File: src/design/pcc_pkg.sv
// Package with item types, control word format, datapath constants and the microcode table.
package pcc_pkg;

	typedef struct packed {
		logic signed [15:0] err_value;
		logic signed [15:0] err_rate;
		logic        [15:0] time_step;
		logic               clear_integral;
	} in_item_t;

	typedef struct packed {
		logic signed [13:0] command;
		logic               saturated;
	} out_item_t;

	localparam int GAIN_W = 16;
	localparam int CFG_IDX_W = 2;
	localparam logic [CFG_IDX_W-1:0] CFG_GAIN_PROP = 2'd0;
	localparam logic [CFG_IDX_W-1:0] CFG_GAIN_INTEGRAL = 2'd1;
	localparam logic [CFG_IDX_W-1:0] CFG_GAIN_DERIV = 2'd2;

	localparam int ACC_W = 40;
	localparam int WORK_W = 57;
	localparam int PROD_W = 37;
	localparam int ITERM_W = 22;

	localparam logic signed [ACC_W-1:0] ACC_MAX = 40'sh7FFFFFFFFF;
	localparam logic signed [ACC_W-1:0] ACC_MIN = 40'sh8000000000;
	localparam logic signed [WORK_W-1:0] ILIM_POS = 57'sd103079215104;
	localparam logic signed [WORK_W-1:0] ILIM_NEG = -57'sd103079215104;
	localparam logic signed [WORK_W-1:0] CLIM_POS = 57'sd1572864;
	localparam logic signed [WORK_W-1:0] CLIM_NEG = -57'sd1572864;
	localparam logic signed [13:0] CMD_MAX = 14'sd6144;
	localparam logic signed [13:0] CMD_MIN = -14'sd6144;

	localparam logic [2:0] MUL_ERR_DT = 3'd0;
	localparam logic [2:0] MUL_GI_HI = 3'd1;
	localparam logic [2:0] MUL_GI_LO = 3'd2;
	localparam logic [2:0] MUL_GP_ERR = 3'd3;
	localparam logic [2:0] MUL_GD_RATE = 3'd4;

	localparam logic [1:0] INTEG_HOLD = 2'd0;
	localparam logic [1:0] INTEG_CLR_IF_FLAG = 2'd1;
	localparam logic [1:0] INTEG_ADD_SAT = 2'd2;
	localparam logic [1:0] INTEG_ZERO = 2'd3;

	localparam logic [1:0] WORK_HOLD = 2'd0;
	localparam logic [1:0] WORK_LOAD_HI = 2'd1;
	localparam logic [1:0] WORK_ADD = 2'd2;
	localparam logic [1:0] WORK_LOAD_PI = 2'd3;

	localparam logic [1:0] ITERM_HOLD = 2'd0;
	localparam logic [1:0] ITERM_CLAMP = 2'd1;
	localparam logic [1:0] ITERM_ZERO = 2'd2;

	localparam logic [1:0] JMP_NONE = 2'd0;
	localparam logic [1:0] JMP_ALWAYS = 2'd1;
	localparam logic [1:0] JMP_GI_ZERO = 2'd2;

	localparam int STEP_W = 4;
	localparam logic [STEP_W-1:0] ST_ERR_DT = 4'd0;
	localparam logic [STEP_W-1:0] ST_ACCUM = 4'd1;
	localparam logic [STEP_W-1:0] ST_MUL_HI = 4'd2;
	localparam logic [STEP_W-1:0] ST_MUL_LO = 4'd3;
	localparam logic [STEP_W-1:0] ST_ADD_LO = 4'd4;
	localparam logic [STEP_W-1:0] ST_ITERM = 4'd5;
	localparam logic [STEP_W-1:0] ST_MUL_D = 4'd6;
	localparam logic [STEP_W-1:0] ST_ADD_D = 4'd7;
	localparam logic [STEP_W-1:0] ST_EMIT = 4'd8;
	localparam logic [STEP_W-1:0] ST_NO_INTEG = 4'd9;

	typedef struct packed {
		logic [2:0]        mul_sel;
		logic [1:0]        integ_op;
		logic [1:0]        work_op;
		logic [1:0]        iterm_op;
		logic [1:0]        jmp;
		logic [STEP_W-1:0] target;
		logic              emit;
		logic              last;
	} ctrl_word_t;

	typedef struct packed {
		logic busy;
		logic en;
		logic done;
	} seq_stat_t;

	function automatic ctrl_word_t ucode(input logic [STEP_W-1:0] step);
		ctrl_word_t cw;
		cw = '0;
		case (step)
			ST_ERR_DT: begin
				cw.mul_sel = MUL_ERR_DT;
				cw.integ_op = INTEG_CLR_IF_FLAG;
				cw.jmp = JMP_GI_ZERO;
				cw.target = ST_NO_INTEG;
			end
			ST_ACCUM: begin
				cw.integ_op = INTEG_ADD_SAT;
			end
			ST_MUL_HI: begin
				cw.mul_sel = MUL_GI_HI;
			end
			ST_MUL_LO: begin
				cw.mul_sel = MUL_GI_LO;
				cw.work_op = WORK_LOAD_HI;
			end
			ST_ADD_LO: begin
				cw.work_op = WORK_ADD;
			end
			ST_ITERM: begin
				cw.iterm_op = ITERM_CLAMP;
				cw.mul_sel = MUL_GP_ERR;
			end
			ST_MUL_D: begin
				cw.mul_sel = MUL_GD_RATE;
				cw.work_op = WORK_LOAD_PI;
			end
			ST_ADD_D: begin
				cw.work_op = WORK_ADD;
			end
			ST_EMIT: begin
				cw.emit = 1'b1;
				cw.last = 1'b1;
			end
			ST_NO_INTEG: begin
				cw.integ_op = INTEG_ZERO;
				cw.iterm_op = ITERM_ZERO;
				cw.mul_sel = MUL_GP_ERR;
				cw.jmp = JMP_ALWAYS;
				cw.target = ST_MUL_D;
			end
			default: begin
				cw.last = 1'b1;
			end
		endcase
		return cw;
	endfunction

endpackage

File: src/design/pcc_seq.sv
// Microcode sequencer: step counter, control store lookup and conditional and unconditional jumps.
module pcc_seq (
	input  logic                  clk,
	input  logic                  arst_n,
	input  logic                  start,
	input  logic                  gi_zero,
	input  logic                  out_blocked,
	output pcc_pkg::ctrl_word_t   cw,
	output pcc_pkg::seq_stat_t    stat
);

	logic                       busy_q;
	logic [pcc_pkg::STEP_W-1:0] step_q;
	logic                       jump_taken;

	assign cw = pcc_pkg::ucode(step_q);
	assign stat.busy = busy_q;
	assign stat.en = busy_q && !(cw.emit && out_blocked);
	assign stat.done = stat.en && cw.last;

	always_comb begin
		case (cw.jmp)
			pcc_pkg::JMP_ALWAYS:  jump_taken = 1'b1;
			pcc_pkg::JMP_GI_ZERO: jump_taken = gi_zero;
			default:              jump_taken = 1'b0;
		endcase
	end

	always_ff @(posedge clk or negedge arst_n) begin
		if (!arst_n) begin
			busy_q <= 1'b0;
			step_q <= pcc_pkg::ST_ERR_DT;
		end else if (start) begin
			busy_q <= 1'b1;
			step_q <= pcc_pkg::ST_ERR_DT;
		end else if (stat.en) begin
			if (cw.last) begin
				busy_q <= 1'b0;
			end else if (jump_taken) begin
				step_q <= cw.target;
			end else begin
				step_q <= step_q + {{(pcc_pkg::STEP_W-1){1'b0}}, 1'b1};
			end
		end
	end

endmodule

File: src/design/pcc_datapath.sv
// Datapath with one shared multiplier, integral accumulator, work register and result register.
module pcc_datapath (
	input  logic                        clk,
	input  logic                        arst_n,
	input  logic                        accept,
	input  pcc_pkg::in_item_t           in_data,
	input  logic signed [15:0]          gain_prop,
	input  logic signed [15:0]          gain_integral,
	input  logic signed [15:0]          gain_deriv,
	input  pcc_pkg::ctrl_word_t         cw,
	input  logic                        en,
	output pcc_pkg::out_item_t          out_data
);

	logic signed [15:0]                  err_q;
	logic signed [15:0]                  rate_q;
	logic [15:0]                         dt_q;
	logic                                clr_q;
	logic signed [pcc_pkg::ACC_W-1:0]    integ_q;
	logic signed [pcc_pkg::PROD_W-1:0]   prod_q;
	logic signed [pcc_pkg::WORK_W-1:0]   work_q;
	logic signed [pcc_pkg::ITERM_W-1:0]  iterm_q;
	pcc_pkg::out_item_t                  out_q;

	logic signed [15:0]                  mul_a;
	logic signed [20:0]                  mul_b;
	logic signed [pcc_pkg::PROD_W-1:0]   mul_p;
	logic signed [pcc_pkg::ACC_W:0]      isum;
	logic signed [pcc_pkg::WORK_W-1:0]   prod_ext;
	logic signed [pcc_pkg::WORK_W-1:0]   iclamp;
	logic signed [pcc_pkg::WORK_W-1:0]   sclamp;
	logic                                sat;

	always_comb begin
		case (cw.mul_sel)
			pcc_pkg::MUL_ERR_DT: begin
				mul_a = err_q;
				mul_b = $signed({5'b0, dt_q});
			end
			pcc_pkg::MUL_GI_HI: begin
				mul_a = gain_integral;
				mul_b = $signed({integ_q[39], integ_q[39:20]});
			end
			pcc_pkg::MUL_GI_LO: begin
				mul_a = gain_integral;
				mul_b = $signed({1'b0, integ_q[19:0]});
			end
			pcc_pkg::MUL_GP_ERR: begin
				mul_a = gain_prop;
				mul_b = $signed({{5{err_q[15]}}, err_q});
			end
			pcc_pkg::MUL_GD_RATE: begin
				mul_a = gain_deriv;
				mul_b = $signed({{5{rate_q[15]}}, rate_q});
			end
			default: begin
				mul_a = '0;
				mul_b = '0;
			end
		endcase
	end

	assign mul_p = mul_a * mul_b;
	assign isum = $signed({integ_q[39], integ_q}) + $signed({{4{prod_q[36]}}, prod_q});
	assign prod_ext = $signed({{20{prod_q[36]}}, prod_q});

	always_comb begin
		if (work_q > pcc_pkg::ILIM_POS) begin
			iclamp = pcc_pkg::ILIM_POS;
		end else if (work_q < pcc_pkg::ILIM_NEG) begin
			iclamp = pcc_pkg::ILIM_NEG;
		end else begin
			iclamp = work_q;
		end
	end

	always_comb begin
		if (work_q > pcc_pkg::CLIM_POS) begin
			sclamp = pcc_pkg::CLIM_POS;
			sat = 1'b1;
		end else if (work_q < pcc_pkg::CLIM_NEG) begin
			sclamp = pcc_pkg::CLIM_NEG;
			sat = 1'b1;
		end else begin
			sclamp = work_q;
			sat = 1'b0;
		end
	end

	always_ff @(posedge clk) begin
		if (accept) begin
			err_q <= in_data.err_value;
			rate_q <= in_data.err_rate;
			dt_q <= in_data.time_step;
			clr_q <= in_data.clear_integral;
		end
		if (en) begin
			prod_q <= mul_p;
			case (cw.work_op)
				pcc_pkg::WORK_LOAD_HI: work_q <= {prod_q, 20'b0};
				pcc_pkg::WORK_ADD:     work_q <= work_q + prod_ext;
				pcc_pkg::WORK_LOAD_PI: work_q <= prod_ext + $signed({{35{iterm_q[21]}}, iterm_q});
				default:               work_q <= work_q;
			endcase
			case (cw.iterm_op)
				pcc_pkg::ITERM_CLAMP: iterm_q <= iclamp[37:16];
				pcc_pkg::ITERM_ZERO:  iterm_q <= '0;
				default:              iterm_q <= iterm_q;
			endcase
			if (cw.emit) begin
				out_q.command <= sclamp[21:8];
				out_q.saturated <= sat;
			end
		end
	end

	always_ff @(posedge clk or negedge arst_n) begin
		if (!arst_n) begin
			integ_q <= '0;
		end else if (en) begin
			case (cw.integ_op)
				pcc_pkg::INTEG_CLR_IF_FLAG: begin
					if (clr_q) begin
						integ_q <= '0;
					end
				end
				pcc_pkg::INTEG_ADD_SAT: begin
					if (isum[40] != isum[39]) begin
						integ_q <= isum[40] ? pcc_pkg::ACC_MIN : pcc_pkg::ACC_MAX;
					end else begin
						integ_q <= isum[39:0];
					end
				end
				pcc_pkg::INTEG_ZERO: integ_q <= '0;
				default:             integ_q <= integ_q;
			endcase
		end
	end

	assign out_data = out_q;

endmodule

File: src/design/pid_controller_clamped_unit.sv
// Top level of the clamped PID controller: handshakes, gain registers and assertions.
// The microcode program runs the products through the single shared multiplier in turn:
// all five, or only the error-time, proportional and derivative ones when gain_integral
// is zero. The emit step stalls while the output holds an item that is not yet taken.
// A new item is taken in the cycle the previous item's result is written to the output register.
// Reset clears the gains, the integral accumulator, the sequencer and the output valid flag.
module pid_controller_clamped_unit (
	input  logic                 clk,
	input  logic                 arst_n,
	input  logic                 in_valid,
	output logic                 in_ready,
	input  pcc_pkg::in_item_t    in_data,
	output logic                 out_valid,
	input  logic                 out_ready,
	output pcc_pkg::out_item_t   out_data,
	input  logic                 cfg_wr_en,
	input  logic [1:0]           cfg_index,
	input  logic [15:0]          cfg_wdata
);

	logic signed [15:0]   gain_prop_q;
	logic signed [15:0]   gain_integral_q;
	logic signed [15:0]   gain_deriv_q;
	logic                 out_valid_q;
	logic                 accept;
	logic                 emit_fire;
	pcc_pkg::ctrl_word_t  cw;
	pcc_pkg::seq_stat_t   stat;

	assign in_ready = !stat.busy || stat.done;
	assign accept = in_valid && in_ready;
	assign emit_fire = stat.en && cw.emit;
	assign out_valid = out_valid_q;

	always_ff @(posedge clk or negedge arst_n) begin
		if (!arst_n) begin
			gain_prop_q <= '0;
			gain_integral_q <= '0;
			gain_deriv_q <= '0;
		end else if (cfg_wr_en) begin
			case (cfg_index)
				pcc_pkg::CFG_GAIN_PROP:     gain_prop_q <= cfg_wdata;
				pcc_pkg::CFG_GAIN_INTEGRAL: gain_integral_q <= cfg_wdata;
				pcc_pkg::CFG_GAIN_DERIV:    gain_deriv_q <= cfg_wdata;
				default: begin
				end
			endcase
		end
	end

	always_ff @(posedge clk or negedge arst_n) begin
		if (!arst_n) begin
			out_valid_q <= 1'b0;
		end else if (emit_fire) begin
			out_valid_q <= 1'b1;
		end else if (out_ready) begin
			out_valid_q <= 1'b0;
		end
	end

	pcc_seq u_seq (
		.clk         (clk),
		.arst_n      (arst_n),
		.start       (accept),
		.gi_zero     (gain_integral_q == 16'sd0),
		.out_blocked (out_valid_q && !out_ready),
		.cw          (cw),
		.stat        (stat)
	);

	pcc_datapath u_datapath (
		.clk           (clk),
		.arst_n        (arst_n),
		.accept        (accept),
		.in_data       (in_data),
		.gain_prop     (gain_prop_q),
		.gain_integral (gain_integral_q),
		.gain_deriv    (gain_deriv_q),
		.cw            (cw),
		.en            (stat.en),
		.out_data      (out_data)
	);

	a_cmd_range: assert property (@(posedge clk) disable iff (!arst_n)
		out_valid |-> (out_data.command <= pcc_pkg::CMD_MAX &&
			out_data.command >= pcc_pkg::CMD_MIN))
		else $error("command outside the clamp range");

	a_sat_at_bound: assert property (@(posedge clk) disable iff (!arst_n)
		out_valid && out_data.saturated |->
			(out_data.command == pcc_pkg::CMD_MAX || out_data.command == pcc_pkg::CMD_MIN))
		else $error("saturated flag set but command not at a bound");

	a_accept_starts: assert property (@(posedge clk) disable iff (!arst_n)
		accept |=> stat.busy)
		else $error("accepted item did not start the sequencer");

	a_emit_needs_room: assert property (@(posedge clk) disable iff (!arst_n)
		emit_fire |-> (!out_valid_q || out_ready))
		else $error("result written over an item not yet taken");

endmodule
File: config.mk
export PLATFORM = sky130hd
export DESIGN_NAME = pid_controller_clamped_unit
export DESIGN_NICKNAME = d
export VERILOG_FILES = /design/src/design/pcc_pkg.sv /design/src/design/pcc_seq.sv /design/src/design/pcc_datapath.sv /design/src/design/pid_controller_clamped_unit.sv
export SDC_FILE = /design/constraint.sdc
export NUM_CORES = 2
export LEC_CHECK = 0
export ABC_AREA = 1
export BUFFER_PORTS_ARGS = -buffer_cell sky130_fd_sc_hd__buf_2
export CORE_ASPECT_RATIO = 0.9
export CORE_MARGIN = 4
export CORE_UTILIZATION = 57
export DETAILED_ROUTE_END_ITERATION = 16
export MAX_ROUTING_LAYER = met4
export PLACE_DENSITY_LB_ADDON = 0.2
export SYNTH_ARGS = -nofsm -noshare
export SYNTH_HDL_FRONTEND = slang
export SYNTH_SLANG_ARGS = --single-unit
File: constraint.sdc
create_clock -name clk -period 17.05 [get_ports clk]
set_clock_uncertainty 0.15 [all_clocks]
set_input_delay 1.705 -clock clk [delete_from_list [all_inputs] [get_ports clk]]
set_output_delay 1.705 -clock clk [all_outputs]
set_load 0.005 [all_outputs]
==> metrics <==
slowest stage delay, CP=0.66 ns; total number of vias=32700; fmax=106 MHz; Post-Syn Nets=5328; Final nets=5407; max-slew violations=0; main area contributors after synthesis=fa_1, edfxtp_1, nand2_1; clk sink count=274; IO Pins=89; DRC=0; synthesis warning total=0; Relative slew margins=5.16%; total CTS buffers=31; setup tns final=0 ns; Multi-input gate area=22800 um2; Die H=241 um; Seq/Total Area, Yosys=22.6%; Top FF cell, synth=edfxtp_1; DRT antenna net count=0; top cell type's share of synthesized area=19.6%; Synth-to-Final Area Change=6.78%; gate count of the mapped netlist=4686; post-CTS setup buffers=0; row count=85; worst path required time=17.27 ns; CTS tree=yes; worst r2r path cells=34; Initial Util=57.5%; Final setup viols=0; hold-fix buffers at CTS=0; CP endpoint kind=register; type of the worst min-delay path=register to register; largest net degree at the start of global routing=66; CTS Buffer Depth=3; Startpoint Class=register; arrival time at the worst endpoint=9.62 ns; clk_lat worst skew=0.61 ns; worst slew pin tran=1.41 ns; dpl hpwl=105 mm; Setup Crit Path Kind=register to register; Core ar.=59700 um2; global-route usage over all layers=40.5%; Post-Syn Area=34300 um2; vias per std cell=5.86; Fill cells=5655; H-Tree Depth=1; Cell variety after synth=58; Die Wd=267 um; Die Footprint=64200 um2; DRT Pass-1 Iters=6; Worst path slowest cell=nor3_4; Total Wirelength=127 mm; Final Cycle Share=55.2%; Register Area=7760 um2; Post-synth top cells=nand2_1, inv_1, nor2_1, fa_1, nand3_1; Final GP Congestion=1.10; Yosys top cell by area=fa_1; Final Hold Fails=0; Resize count post-CTS=0; WHS Path Cells=2; WL per Instance=22.8 um; total gr overflow=0; Final min period=9.40 ns; clk slew on worst S/H paths=0.07 ns; initial antenna violation count=4; vias in the first global route=30900; Max FO, Critical Path=18; layout cells sized above 1=5.53%; RSZ-0062 raised after global routing=no; cell mode on critical path=inv_1; outcome=finished, final reports clean; Async SR Flop Fraction=34.3%; Avg Cell Area, Syn=7.32 um2; Root Driver=clkbuf_16; Iter 0 DRT Violations=4050; register bit total from synthesis=274; most frequent cell after synthesis=nand2_1; flop-to-flop setup slack=7.65 ns; Post-synth EDFFs=180; first-pass GRT wire length=189 mm; MaxCap Viol Count=0; # port buffers=88
worst max-delay path: cells and delay by family, from the launching register on:
family / cells / cell delay (ns)
adder cells (fa/ha/maj): 9 / 4.05
AND/OR/NAND/NOR: 13 / 2.72
buffers and inverters: 9 / 1.00
AO/OA/AOI/OAI: 3 / 0.84
flip-flops: 1 / 0.42
logic make-up (layout without fill, tap and decap cells):
| group | Yosys count | after routing | share of synthesized area (%) |
|---|---|---|---|
| flops | 274 | 274 | 22.6 |
| simple gates | 2210 | 2210 | 27.1 |
| buf+inv | 970 | 1072 | 10.9 |
| fa+ha+maj | 570 | 570 | 28.1 |
| other cells | 0 | 3 | 0 |
| xor+xnor | 79 | 79 | 2.02 |
| compound gates | 583 | 583 | 9.27 |
through the flow:
stage	cells	setup WS, ns	hold slack (ns)	util (%)	cell area, um2
floorplan	4686	9.13	0.303	-	34300
global placement	5515	7.98	0.317	59.8	35700
detailed placement	5515	7.73	0.323	59.8	35700
CTS	5571	7.71	0.339	61.4	36600
global route	5574	7.02	0.359	61.4	36600
finish	5574	7.65	0.338	61.4	36600
cell usage in the layout, fill, tap and decap left out, types with 31 or more instances in the layout:
master | synthesis | final
edfxtp_1 | 180 | 180
nand4_1 | 60 | 60
nor2_1 | 601 | 598
fa_1 | 335 | 335
nand3_1 | 287 | 287
clkbuf_16 | 0 | 31
xor2_1 | 34 | 34
o21ai_0 | 241 | 241
a21oi_1 | 242 | 240
buf_4 | 7 | 38
dfrtp_1 | 94 | 94
nand2_1 | 1137 | 1137
inv_1 | 861 | 859
nor3_1 | 37 | 37
buf_2 | 38 | 87
xnor2_1 | 45 | 45
ha_1 | 235 | 235
registers in the layout (all words and copies together), names as in the netlist, 22 cells and up:
name / cells
u_datapath.integ_q: 40
u_datapath.work_q: 57
u_datapath.prod_q: 37
u_datapath.iterm_q: 22
routing by layer:
metal  track usage [%]  part of all wire [%]  vias up
met3              11.0                    13      279
met2              56.7                    41     1803
li1                  -                     -    15000
met4              12.8                   3.9        0
met1              57.6                    42    15600
met5                 -                     0        -
path summary, 6_finish.rpt:
kind	startpoint	to
setup / recovery	u_seq.step_q[1]	u_datapath.prod_q[27]
hold / removal	gain_integral_q[7]	gain_integral_q[7]
setup reg to reg	u_seq.step_q[1]	u_datapath.prod_q[27]
hold reg to reg	gain_integral_q[7]	gain_integral_q[7]
max in group asynchronous	arst_n	gain_integral_q[11]
min in group asynchronous	arst_n	u_datapath.integ_q[21]
cell type report:
| cell class | instances | area share (%) |
|---|---|---|
| Tap cell | 783 | 2.68 |
| Multi-Input combinational cell | 3442 | 62.4 |
| Sequential cell | 274 | 21.2 |
| Clock inverter | 15 | 0.331 |
| Inverter | 891 | 9.14 |
| Timing Repair Buffer | 125 | 1.97 |
| Antenna cell | 3 | 0.0205 |
| Clock buffer | 41 | 2.30 |
Power is left out: the tool's default activity adds up to more than one toggle a clock period on the data nets, which glitch-free logic cannot reach.
